File: config.mk
export PLATFORM = sky130hd
export DESIGN_NAME = multiturn_angle_tracker_core_flat
export DESIGN_NICKNAME = d
export VERILOG_FILES = /design/src/mtat_pkg.sv /design/src/mtat_ifs.sv /design/src/multiturn_angle_tracker_core.sv /design/src/mtat_unwrap.sv /design/src/mtat_filter.sv /design/src/flat_wrapper.sv
export SDC_FILE = /design/constraint.sdc
export NUM_CORES = 2
export LEC_CHECK = 0
export BUFFER_PORTS_ARGS = -buffer_cell sky130_fd_sc_hd__buf_2
export CORE_ASPECT_RATIO = 1.75
export CORE_MARGIN = 2
export CORE_UTILIZATION = 60
export CTS_BUF_LIST = sky130_fd_sc_hd__clkbuf_8 sky130_fd_sc_hd__clkbuf_16
export DETAILED_ROUTE_END_ITERATION = 7
export GPL_TIMING_DRIVEN = 0
export HOLD_SLACK_MARGIN = 0.12
export PLACE_DENSITY = 0.86
export SYNTH_ARGS = -nofsm -noshare
export SYNTH_HDL_FRONTEND = slang
export SYNTH_HIERARCHICAL = 1
export SYNTH_SLANG_ARGS = --single-unit
File: constraint.sdc
create_clock -name clk -period 10.81 [get_ports clk]
set_clock_uncertainty 0.2 [all_clocks]
set_input_delay 0.5405 -clock clk [delete_from_list [all_inputs] [get_ports clk]]
set_output_delay 0.5405 -clock clk [all_outputs]
set_load 0.03 [all_outputs]
File: src/mtat_pkg.sv
// ----------------------------------------------------------------------------
// Multiturn angle tracker package
// Shared types and fixed constants for the multiturn angle tracker.
// ----------------------------------------------------------------------------
package mtat_pkg;

    typedef enum logic
    {
        KIND_INIT   = 1'b0,
        KIND_SAMPLE = 1'b1
    } kind_t;

    localparam int COUNT_W  = 32;
    localparam int TURN_W   = 20;
    localparam int FANGLE_W = 38;
    localparam int COEFF_W  = 17;
    localparam int Q_SHIFT  = 16;

    localparam logic [COEFF_W-1:0] COEFF_ONE = 17'd65536;

    // The degree scale 184320 equals 45 times two to the twelfth.
    localparam int DEG_REF_BITS = 12;
    localparam logic signed [FANGLE_W-1:0] DEG_MULT = 38'sd45;
    localparam logic signed [33:0] INT32_HI = 34'sd2147483647;
    localparam logic signed [33:0] INT32_LO = -34'sd2147483648;
    localparam logic signed [33:0] TURN_HI  = 34'sd524287;
    localparam logic signed [33:0] TURN_LO  = -34'sd524288;

    typedef struct packed
    {
        logic updated;
        logic clear;
        logic armed;
    } stage_ctl_t;

endpackage

File: src/mtat_ifs.sv
// ----------------------------------------------------------------------------
// Multiturn angle tracker channel interfaces
// Valid/ready channels for sensor items and tracking results.
// ----------------------------------------------------------------------------
interface mtat_in_if
    import mtat_pkg::*;
#(
    parameter int ANGLE_BITS = 12
);
    logic                  valid;
    logic                  ready;
    kind_t                 kind;
    logic [ANGLE_BITS-1:0] angle_sample;
    logic                  magnet_present;

    modport source (output valid, output kind, output angle_sample, output magnet_present,
                    input ready);
    modport sink   (input valid, input kind, input angle_sample, input magnet_present,
                    output ready);
endinterface

interface mtat_out_if
    import mtat_pkg::*;
();
    logic                       valid;
    logic                       ready;
    logic                       updated;
    logic signed [COUNT_W-1:0]  total_counts;
    logic signed [TURN_W-1:0]   turn_count;
    logic signed [FANGLE_W-1:0] filtered_angle;
    logic                       armed;

    modport source (output valid, output updated, output total_counts, output turn_count,
                    output filtered_angle, output armed, input ready);
    modport sink   (input valid, input updated, input total_counts, input turn_count,
                    input filtered_angle, input armed, output ready);
endinterface

File: src/multiturn_angle_tracker_core.sv
// ----------------------------------------------------------------------------
// Multiturn angle tracker core
// Tracks a multiturn position from absolute angle samples and reports the
// saturating count, whole turns and a filtered angle in 1/512 degree.
// ----------------------------------------------------------------------------
//  Channel   Direction  Handshake       Payload
//  sample    in         valid/ready     kind, angle_sample, magnet_present
//  result    out        valid/ready     updated, total_counts, turn_count,
//                                       filtered_angle, armed
//  cfg       in         cfg_we          cfg_data (filter coefficient)
//
// One transaction per cycle is accepted while no stalled result holds the
// stages. The unwrap and count update run in the first stage,
// the filter multiply-accumulate in the second, whose register is the output.
// Reset clears tracking state and sets the filter coefficient to unity.
// A stalled result holds both stages; input is taken again as soon as the
// first stage can move.
// ----------------------------------------------------------------------------
module multiturn_angle_tracker_core
    import mtat_pkg::*;
#(
    parameter int ANGLE_BITS = 12
)
(
    input  logic               clk,
    input  logic               rst_n,
    input  logic               cfg_we,
    input  logic [COEFF_W-1:0] cfg_data,
    mtat_in_if.sink            sample,
    mtat_out_if.source         result
);

    localparam int XW = FANGLE_W +
                        ((ANGLE_BITS < DEG_REF_BITS) ? (DEG_REF_BITS - ANGLE_BITS) : 0);

    logic [COEFF_W-1:0]        coeff_reg;
    logic                      a_valid_reg;
    logic                      out_valid_reg;
    logic                      updated_reg;
    logic signed [COUNT_W-1:0] count_out_reg;
    logic signed [TURN_W-1:0]  turns_out_reg;
    logic                      armed_out_reg;
    logic                      advance;
    logic                      in_fire;
    logic                      move;
    stage_ctl_t                a_ctl;
    logic signed [COUNT_W-1:0] a_count;
    logic signed [TURN_W-1:0]  a_turns;
    logic signed [XW-1:0]      a_x;

    assign advance      = !out_valid_reg || result.ready;
    assign sample.ready = !a_valid_reg || advance;
    assign in_fire      = sample.valid && sample.ready;
    assign move         = a_valid_reg && advance;

    always_ff @(posedge clk or negedge rst_n)
    begin
        if (!rst_n)
        begin
            coeff_reg <= COEFF_ONE;
        end
        else if (cfg_we)
        begin
            coeff_reg <= (cfg_data > COEFF_ONE) ? COEFF_ONE : cfg_data;
        end
    end

    always_ff @(posedge clk or negedge rst_n)
    begin
        if (!rst_n)
        begin
            a_valid_reg   <= 1'b0;
            out_valid_reg <= 1'b0;
        end
        else
        begin
            a_valid_reg <= in_fire || (a_valid_reg && !advance);
            if (advance)
            begin
                out_valid_reg <= a_valid_reg;
            end
        end
    end

    always_ff @(posedge clk)
    begin
        if (move)
        begin
            updated_reg   <= a_ctl.updated;
            count_out_reg <= a_count;
            turns_out_reg <= a_turns;
            armed_out_reg <= a_ctl.armed;
        end
    end

    mtat_unwrap #(
        .ANGLE_BITS (ANGLE_BITS),
        .XW         (XW)
    ) u_unwrap (
        .clk    (clk),
        .rst_n  (rst_n),
        .load   (in_fire),
        .kind   (sample.kind),
        .angle  (ANGLE_BITS'(sample.angle_sample)),
        .magnet (sample.magnet_present),
        .ctl    (a_ctl),
        .count  (a_count),
        .turns  (a_turns),
        .x      (a_x)
    );

    mtat_filter #(
        .XW (XW)
    ) u_filter (
        .clk            (clk),
        .rst_n          (rst_n),
        .load           (move),
        .ctl            (a_ctl),
        .x              (a_x),
        .coeff          (coeff_reg),
        .filtered_angle (result.filtered_angle)
    );

    assign result.valid        = out_valid_reg;
    assign result.updated      = updated_reg;
    assign result.total_counts = count_out_reg;
    assign result.turn_count   = turns_out_reg;
    assign result.armed        = armed_out_reg;

`ifndef SYNTHESIS
    a_stage_holds: assert property (@(posedge clk) disable iff (!rst_n)
        a_valid_reg && !advance |=> a_valid_reg)
        else $error("First stage lost a transaction while stalled.");

    init_clears_count: assert property (@(posedge clk) disable iff (!rst_n)
        in_fire && sample.kind == KIND_INIT |=> a_count == '0 && !a_ctl.updated)
        else $error("Init transaction did not clear the count.");

    updated_needs_armed: assert property (@(posedge clk) disable iff (!rst_n)
        result.valid && result.updated |-> result.armed)
        else $error("Updated result reported while not armed.");

    coeff_in_range: assert property (@(posedge clk) disable iff (!rst_n)
        coeff_reg <= COEFF_ONE)
        else $error("Filter coefficient above unity.");

    init_clears_filter: assert property (@(posedge clk) disable iff (!rst_n)
        move && a_ctl.clear |=> result.filtered_angle == '0)
        else $error("Init transaction did not clear the filter.");
`endif

endmodule

File: src/mtat_unwrap.sv
// ----------------------------------------------------------------------------
// Multiturn angle tracker unwrap stage
// Unwraps the angle step, accumulates the saturating count and derives
// turns and the total angle in 1/512 degree units.
// ----------------------------------------------------------------------------
module mtat_unwrap
    import mtat_pkg::*;
#(
    parameter int ANGLE_BITS = 12,
    parameter int XW         = 38
)
(
    input  logic                  clk,
    input  logic                  rst_n,
    input  logic                  load,
    input  kind_t                 kind,
    input  logic [ANGLE_BITS-1:0] angle,
    input  logic                  magnet,
    output stage_ctl_t            ctl,
    output logic signed [COUNT_W-1:0] count,
    output logic signed [TURN_W-1:0]  turns,
    output logic signed [XW-1:0]      x
);

    localparam int DW    = ANGLE_BITS + 2;
    localparam int SH_L  = (ANGLE_BITS < DEG_REF_BITS) ? (DEG_REF_BITS - ANGLE_BITS) : 0;
    localparam int SH_R  = (ANGLE_BITS > DEG_REF_BITS) ? (ANGLE_BITS - DEG_REF_BITS) : 0;
    localparam logic signed [DW-1:0] FULL_TURN = DW'(1) <<< ANGLE_BITS;
    localparam logic signed [DW-1:0] HALF_TURN = DW'(1) <<< (ANGLE_BITS - 1);
    localparam logic signed [33:0]   TURN_BIAS = (34'sd1 <<< ANGLE_BITS) - 34'sd1;

    logic                            armed_reg;
    logic                            armed_next;
    logic [ANGLE_BITS-1:0]           prev_angle_reg;
    logic [ANGLE_BITS-1:0]           prev_angle_next;
    logic signed [COUNT_W-1:0]       count_reg;
    logic signed [COUNT_W-1:0]       count_next;
    stage_ctl_t                      ctl_reg;
    stage_ctl_t                      ctl_next;
    logic signed [TURN_W-1:0]        turns_reg;
    logic signed [TURN_W-1:0]        turns_next;
    logic signed [XW-1:0]            x_reg;
    logic signed [XW-1:0]            x_next;
    logic signed [DW-1:0]            d_raw;
    logic signed [DW-1:0]            d;
    logic signed [33:0]              sum;
    logic signed [33:0]              t_wide;
    logic signed [FANGLE_W-1:0]      x45;
    logic                            upd;

    always_comb
    begin
        upd   = (kind == KIND_SAMPLE) && armed_reg && magnet;
        d_raw = $signed({2'b00, angle}) - $signed({2'b00, prev_angle_reg});
        if (d_raw > HALF_TURN)
        begin
            d = d_raw - FULL_TURN;
        end
        else if (d_raw < -HALF_TURN)
        begin
            d = d_raw + FULL_TURN;
        end
        else
        begin
            d = d_raw;
        end
        sum = 34'(count_reg) + 34'(d);

        armed_next      = armed_reg;
        prev_angle_next = prev_angle_reg;
        count_next      = count_reg;
        if (kind == KIND_INIT)
        begin
            armed_next      = magnet;
            prev_angle_next = '0;
            count_next      = '0;
        end
        else if (upd)
        begin
            prev_angle_next = angle;
            if (sum > INT32_HI)
            begin
                count_next = COUNT_W'(INT32_HI);
            end
            else if (sum < INT32_LO)
            begin
                count_next = COUNT_W'(INT32_LO);
            end
            else
            begin
                count_next = COUNT_W'(sum);
            end
        end

        ctl_next.updated = upd;
        ctl_next.clear   = (kind == KIND_INIT);
        ctl_next.armed   = armed_next;

        x45 = FANGLE_W'(count_next) * DEG_MULT;
        if (ANGLE_BITS <= DEG_REF_BITS)
        begin
            x_next = XW'(x45) <<< SH_L;
        end
        else
        begin
            x_next = XW'(x45 >>> SH_R);
        end

        // Truncation toward zero: bias negative counts before the shift.
        if (count_next < 0)
        begin
            t_wide = (34'(count_next) + TURN_BIAS) >>> ANGLE_BITS;
        end
        else
        begin
            t_wide = 34'(count_next) >>> ANGLE_BITS;
        end
        if (t_wide > TURN_HI)
        begin
            turns_next = TURN_W'(TURN_HI);
        end
        else if (t_wide < TURN_LO)
        begin
            turns_next = TURN_W'(TURN_LO);
        end
        else
        begin
            turns_next = TURN_W'(t_wide);
        end
    end

    always_ff @(posedge clk or negedge rst_n)
    begin
        if (!rst_n)
        begin
            armed_reg      <= 1'b0;
            prev_angle_reg <= '0;
            count_reg      <= '0;
        end
        else if (load)
        begin
            armed_reg      <= armed_next;
            prev_angle_reg <= prev_angle_next;
            count_reg      <= count_next;
        end
    end

    always_ff @(posedge clk)
    begin
        if (load)
        begin
            ctl_reg   <= ctl_next;
            turns_reg <= turns_next;
            x_reg     <= x_next;
        end
    end

    assign ctl   = ctl_reg;
    assign count = count_reg;
    assign turns = turns_reg;
    assign x     = x_reg;

endmodule

File: src/mtat_filter.sv
// ----------------------------------------------------------------------------
// Multiturn angle tracker filter stage
// First-order low-pass filter of the total angle with a Q1.16 weight,
// rounded half up.
// ----------------------------------------------------------------------------
module mtat_filter
    import mtat_pkg::*;
#(
    parameter int XW = 38
)
(
    input  logic                       clk,
    input  logic                       rst_n,
    input  logic                       load,
    input  stage_ctl_t                 ctl,
    input  logic signed [XW-1:0]       x,
    input  logic [COEFF_W-1:0]         coeff,
    output logic signed [FANGLE_W-1:0] filtered_angle
);

    localparam int PW = XW + COEFF_W + 2;
    localparam logic signed [PW-1:0] ROUND_HALF = PW'(1) <<< (Q_SHIFT - 1);

    logic signed [XW-1:0] p_reg;
    logic signed [XW-1:0] p_next;
    logic signed [XW:0]   diff;
    logic signed [PW-1:0] prod;
    logic signed [PW-1:0] adj;

    // c*x + (1-c)*p is rewritten as p + c*(x-p), which needs one multiplier.
    always_comb
    begin
        diff = (XW+1)'(x) - (XW+1)'(p_reg);
        prod = PW'($signed({1'b0, coeff})) * PW'(diff);
        adj  = (prod + ROUND_HALF) >>> Q_SHIFT;
        if (ctl.clear)
        begin
            p_next = '0;
        end
        else if (ctl.updated)
        begin
            p_next = p_reg + XW'(adj);
        end
        else
        begin
            p_next = p_reg;
        end
    end

    always_ff @(posedge clk or negedge rst_n)
    begin
        if (!rst_n)
        begin
            p_reg <= '0;
        end
        else if (load)
        begin
            p_reg <= p_next;
        end
    end

    assign filtered_angle = FANGLE_W'(p_reg);

endmodule
File: src/flat_wrapper.sv
// flat-port wrapper written by rule: the top's interface ports become plain ports
module multiturn_angle_tracker_core_flat import mtat_pkg::*;
#(
    parameter int ANGLE_BITS = 12
)
  (clk, rst_n, cfg_we, cfg_data, sample_valid, sample_kind, sample_angle_sample, sample_magnet_present, sample_ready, result_valid, result_updated, result_total_counts, result_turn_count, result_filtered_angle, result_armed, result_ready);
  mtat_in_if #(.ANGLE_BITS(ANGLE_BITS)) sample_i ();
  mtat_out_if result_i ();
  input  logic clk;
  input  logic rst_n;
  input  logic cfg_we;
  input  logic [COEFF_W-1:0] cfg_data;
  input wire logic [$bits(sample_i.valid)-1:0] sample_valid;
  input wire logic [$bits(sample_i.kind)-1:0] sample_kind;
  input wire logic [$bits(sample_i.angle_sample)-1:0] sample_angle_sample;
  input wire logic [$bits(sample_i.magnet_present)-1:0] sample_magnet_present;
  output wire logic [$bits(sample_i.ready)-1:0] sample_ready;
  output wire logic [$bits(result_i.valid)-1:0] result_valid;
  output wire logic [$bits(result_i.updated)-1:0] result_updated;
  output wire logic [$bits(result_i.total_counts)-1:0] result_total_counts;
  output wire logic [$bits(result_i.turn_count)-1:0] result_turn_count;
  output wire logic [$bits(result_i.filtered_angle)-1:0] result_filtered_angle;
  output wire logic [$bits(result_i.armed)-1:0] result_armed;
  input wire logic [$bits(result_i.ready)-1:0] result_ready;
  assign sample_i.valid = sample_valid;
  assign sample_i.kind = sample_kind;
  assign sample_i.angle_sample = sample_angle_sample;
  assign sample_i.magnet_present = sample_magnet_present;
  assign sample_ready = sample_i.ready;
  assign result_valid = result_i.valid;
  assign result_updated = result_i.updated;
  assign result_total_counts = result_i.total_counts;
  assign result_turn_count = result_i.turn_count;
  assign result_filtered_angle = result_i.filtered_angle;
  assign result_armed = result_i.armed;
  assign result_i.ready = result_ready;
  multiturn_angle_tracker_core #(.ANGLE_BITS(ANGLE_BITS)) u_core (.clk(clk), .rst_n(rst_n), .cfg_we(cfg_we), .cfg_data(cfg_data), .sample(sample_i), .result(result_i));
endmodule
# Word level (Yosys, flattened, before mapping)
# Index checks and enable logic that the tools add are counted.
[op_classes] add_sub_neg=8 mul=2 n_lt_le_gt_ge=8 eq_ne=1 mux=14 n_bitwise=1 reduce_logical=14
[ops] op="$mux W32" count=4
[ops] op="$mux W38" count=2
[ops] op="$add A54 B17 Y54 const B" count=1
[ops] op="$mul A18 B39 Y54" count=1
[ops] op="$sub A38 B38 Y39" count=1
[ops] op="$add A38 B38 Y38" count=1
[ops] op="$mul A32 B7 Y38 const B" count=1
[ops] op="$gt A34 B20 Y1 const B" count=1
[ops] op="$lt A34 B20 Y1 const B" count=1
[ops] op="$mux W34" count=1
[ops] op="$add A32 B13 Y33 const B" count=1
[ops] op="$add A32 B14 Y33" count=1
[ops] op="$gt A33 B32 Y1 const B" count=1
[ops] op="$lt A33 B32 Y1 const B" count=1
[ops] op="$lt A32 B1 Y1 const B" count=1
[ops] op="$mux W14" count=2
[ops] op="$mux W12" count=2
[ops] op="$mux W20" count=1
[ops] op="$gt A17 B17 Y1 const B" count=1
[ops] op="$mux W17" count=1
[ops] op="$add A13 B14 Y14 const B" count=1
[ops] op="$sub A13 B14 Y14 const B" count=1
[ops] op="$gt A13 B13 Y1 const B" count=1
[ops] op="$lt A13 B12 Y1 const B" count=1
[ops] op="other kinds (9)" count=18
[word_totals] reg_bits=217 input_bits=36 out_inout_bits=94

# Longest topological paths before layout
[logic_depth] word_depth=14 mapped_depth=52

# Hierarchy
# The synthesis kept the hierarchy.
[modules_own_cells] module="mtat_filter" instances=1 cells_each=3010 area_per_inst_um2=26804.5 seq_area_each_um2=950.9
[modules_own_cells] module="mtat_unwrap" instances=1 cells_each=1221 area_per_inst_um2=11446.0 seq_area_each_um2=2957.8
[modules_own_cells] module="multiturn_angle_tracker_core" instances=1 cells_each=122 area_per_inst_um2=2536.2 seq_area_each_um2=2098.3

# Least setup slack after synthesis
# No wires, ideal clock.
[synth_timing] path_kind="register -> register" startpoint="register u_core.u_filter.p_reg[1] (netlist: u_core/u_filter/filtered_angle[1])" endpoint="register u_core.u_filter.p_reg[37] (netlist: u_core/u_filter/filtered_angle[37])" setup_time_ps=121 t_arrival_ps=11064 required_ps=10489 setup_slack_ps=-575 stages_incl_launch_ff=50 cell_sequence="dfrtp_1 -> inv_1 -> ha_1 -> nor2b_1 -> o31a_1 -> o31a_1 -> a21o_1 -> a21oi_1 -> o21bai_1 -> a21oi_1 -> xnor2_1 -> clkbuf_1 -> nand2_1 -> fa_1 -> inv_1 -> fa_1 -> inv_1 -> fa_1 -> (+14 left out) -> o21a_1 -> o21a_1 -> nor2_1 -> xnor2_1 -> ha_1 -> nand2_1 -> o21ai_0 -> a21oi_1 -> and3_1 -> a221oi_1 -> o21ai_1 -> a31oi_1 -> a211oi_1 -> o21ai_1 -> o41ai_1 -> xnor2_2 -> xnor3_1 -> a22o_1"
[synth_between] elab_chain_cells=6
[synth_rtl] item="start, declared" line="mtat_filter.sv:24" source="logic signed [XW-1:0] p_reg;"
[synth_rtl] item="start signal, assigned" line="mtat_filter.sv:58" source="p_reg <= p_next;"
[synth_rtl] item="$sub A38 B38 Y39" line="mtat_filter.sv:33" source="diff = (XW+1)'(x) - (XW+1)'(p_reg);"
[synth_rtl] item="$mul A18 B39 Y54" line="mtat_filter.sv:34" source="prod = PW'($signed({1'b0, coeff})) * PW'(diff);"
[synth_rtl] item="$add A54 B17 Y54" line="mtat_filter.sv:35" source="adj = (prod + ROUND_HALF) >>> Q_SHIFT;"
[synth_rtl] item="$add A38 B38 Y38 (*)" line="mtat_filter.sv:42" source="p_next = p_reg + XW'(adj);"
[synth_rtl] item="$mux W38 (*)" line="mtat_filter.sv:40" source="else if (ctl.updated)"
[synth_rtl] item="$mux W38 (*)" line="mtat_filter.sv:36" source="if (ctl.clear)"
# Every way passes the cells marked *; elsewhere a longest branch is shown, timed or not. The select of a mux whose other input is x is not followed.
# A chain may end at the register's enable or synchronous reset.

# Worst setup path after layout
[layout_timing] startpoint="register u_core.u_filter.p_reg[23] (netlist: u_core/u_filter/filtered_angle[23])" endpoint="register u_core.u_filter.p_reg[36] (netlist: u_core/u_filter/filtered_angle[36])"
# Same word-level chain as after synthesis.

==> metrics.txt <==
R2R depth 42; most common library cells after synthesis inv_1 (904), fa_1 (669), ha_1 (409); fmax 78.2 MHz; Crit Reg-Reg Startpoint u_core/u_filter/filtered_angle[23]$_DFFE_PN0P_; filler cell count ~4600; synth top area cells fa_1 (33%), ha_1 (13%), edfxtp_1 (8.5%); final hold violation count 0; largest net degree at the start of global routing 63; most frequent cell after synthesis inv_1; number of buffers created by CTS 24; post-route ant nets 0; Final Max Slew Viols 0; Register Area between 0.006 and 0.007 mm^2; Yosys top cell area share 0.328; RSZ-0062 raised after global routing true; CTS tree yes; worst r2r dst u_core/u_filter/filtered_angle[36]$_DFFE_PN0P_; share of layout cells above drive strength 1 0.149; failing checks setup timing; Finish-stage setup viols 21; register bit total from synthesis roughly 220; Starting Density 0.606; Post-synth EDFFs roughly 120; most area-hungry cell type in the Yosys netlist fa_1; asr flop ratio synth 0.470; Site Rows 126; crit path capture type register; most used cell, CP fa_1; root buf cell clkbuf_16; CP endpoint u_core/u_filter/filtered_angle[36]$_DFFE_PN0P_; r2r setup slk -1980 ps; initial antenna violation count 11; Hold Path Class input port to register; final hold slack 123 ps; Worst Path Required about 11000 ps; minimum clock period ~13000 ps; sequential fraction of the synthesis area 0.147; main flop type after synthesis edfxtp_1; syn avg cell area around 9.4 um^2; setup ws final -1980 ps; maxcap violations 0; first-pass GRT wire length 206 mm; # DRC 0; clk sink count around 220; WS Path Type register to register; origin of the worst setup path u_core/u_filter/filtered_angle[23]$_DFFE_PN0P_; M1 GR Usage 0.373; routed len/inst roughly 25 um; Multi-input gate area ~0.033 mm^2; Mapped Cells around 4400; # IOs 130; grt met2 use 0.675; Vias around 35000; syn nets approximately 5500; crit share post-route 1.18; vias per std cell 6.33; HPWL after DPL 100 mm; layout net count slightly below 6000; Core ar. ~0.067 mm^2; Yosys warnings 6; Area growth syn-to-layout 15.0%; gp weighted congestion roughly 1.0; CTS H-tree lvls 1; PortBufs around 130; clk_lat worst skew 610 ps; CP arrival approximately 13000 ps; met3 usage in global routing 0.0951; overall die area between 0.07 and 0.08 mm^2; Critical Path Start Type register; final wirelength between 100 and 150 mm; Congestion Overflow GR 0; status complete, but fails checks; Die X 201 um; total track usage 0.389; Unique masters post-synth 101; Chip Height approximately 350 um; DR iter-0 viols roughly 3400; number of global-route vias before repair between 30000 and 40000; CP max stage delay 680 ps; clock slew at reported path FFs 60 ps; Crit-path slowest cell fa_1; drt pass-1 iters 8; relative slew slack 0.0946; synthesized area ~0.041 mm^2; clk buf depth 3; pin slew with the least headroom to its limit between 1000 and 1500 ps; GRT Max-Usage Layer met2; Worst Path Max Fanout 10
-- area by class of cell --
| class | instances | area share |
|---|---|---|
| timing repair buffer | 301 | 0.0479 |
| multi-input combinational | 3081 | 0.694 |
| inverter | 905 | 0.0724 |
| sequential | 217 | 0.128 |
| clock inverter | 17 | 0.00317 |
| clock buffer | 26 | 0.0136 |
| antenna | 13 | 0.000693 |
| buffer | 150 | 0.0163 |
| tap | 896 | 0.0239 |
-- how the worst min path moves through the flow --
stage | startpoint | to | slack, ps | cells past startpoint
floorplan | rst_n | u_core/a_valid_reg$_DFF_PN0_ | 40 | 0
global placement | u_core/u_unwrap/turns[4]$_SDFFCE_PN1P_ | u_core/result.turn_count[4]$_DFFE_PP_ | 210 | 0
detailed placement | u_core/u_unwrap/turns[18]$_SDFFCE_PN1P_ | u_core/result.turn_count[18]$_DFFE_PP_ | 210 | 0
CTS | cfg_we | u_core/coeff_reg[0]$_DFFE_PN0P_ | 120 | 3
global route | sample_magnet_present | u_core/u_unwrap/ctl[0]$_DFFE_PP_ | 120 | 2
finish | sample_magnet_present | u_core/u_unwrap/ctl[0]$_DFFE_PP_ | 120 | 2
-- per-layer routing --
metal	wire length, um	share of wire	up-vias
met4	18600	0.13	4
met2	68500	0.48	2691
li1	-	-	14400
met5	27	0.00019	-
met3	14400	0.10	1238
met1	40900	0.29	17100
-- timing repair --
item                                   4_1_cts  5_1_grt
buffers inserted                            92       49
pin swaps                                  109      117
gates resized for setup                    248      175
endpoints found under the hold margin       80        0
setup endpoints to repair                   48       40
hold buffers                                33        0
-- placed cells by master (no fill, tap or decap), drive strengths merged, types with 31 or more instances in the layout --
master,netlist,layout
nand2b,33,33
a21o,78,78
fa,669,669
nand2,385,385
clkbuf,130,149
dfrtp,101,101
nor2b,38,38
buf,20,295
mux2,31,31
nor2,152,152
and2,380,380
nor3,34,34
a21oi,188,188
o21a,36,36
inv,905,908
xor2,52,52
ha,409,409
dlygate4sd3,0,33
xnor2,127,127
nand3,34,34
edfxtp,115,115
o21ai,108,108
-- critical path: cells and delay by family, from the launching register on --
kind | cells | cell delay [ps]
AO/OA/AOI/OAI | 18 | 4800
XOR/XNOR | 3 | 830
adder cells (fa/ha/maj) | 9 | 4320
buffers and inverters | 7 | 1040
flip-flops | 1 | 550
AND/OR/NAND/NOR | 5 | 900
-- cells by family (layout without fill, tap and decap cells) --
group | count (synthesis) | count (layout) | share of synthesized area
buffers and inverters | 1055 | 1399 | 0.0981
AO/OA/AOI/OAI | 613 | 613 | 0.101
adder cells (fa/ha/maj) | 1078 | 1078 | 0.454
AND/OR/NAND/NOR | 1159 | 1159 | 0.147
other | 0 | 13 | 0
multiplexers | 51 | 51 | 0.0135
XOR/XNOR | 180 | 180 | 0.0392
flip-flops | 217 | 217 | 0.147
-- stage by stage --
step | utilization | setup TNS (ps) | worst slack (ps) | area [um^2] | cells
6_report | 0.697 | -24540 | -1980 | 46900 | 5606
5_1_grt | 0.697 | -27140 | -2040 | 46900 | 5594
4_1_cts | 0.680 | -3010 | -685 | 45800 | 5547
3_5_place_dp | 0.635 | -54210 | -2450 | 42800 | 5380
3_3_place_gp | 0.634 | -85520 | -2610 | 42700 | 5377
2_1_floorplan | - | 0 | 20.7 | 40900 | 4353
Power is left out: the tool's default activity adds up to more than one toggle a clock period on the data nets, which glitch-free logic cannot reach.
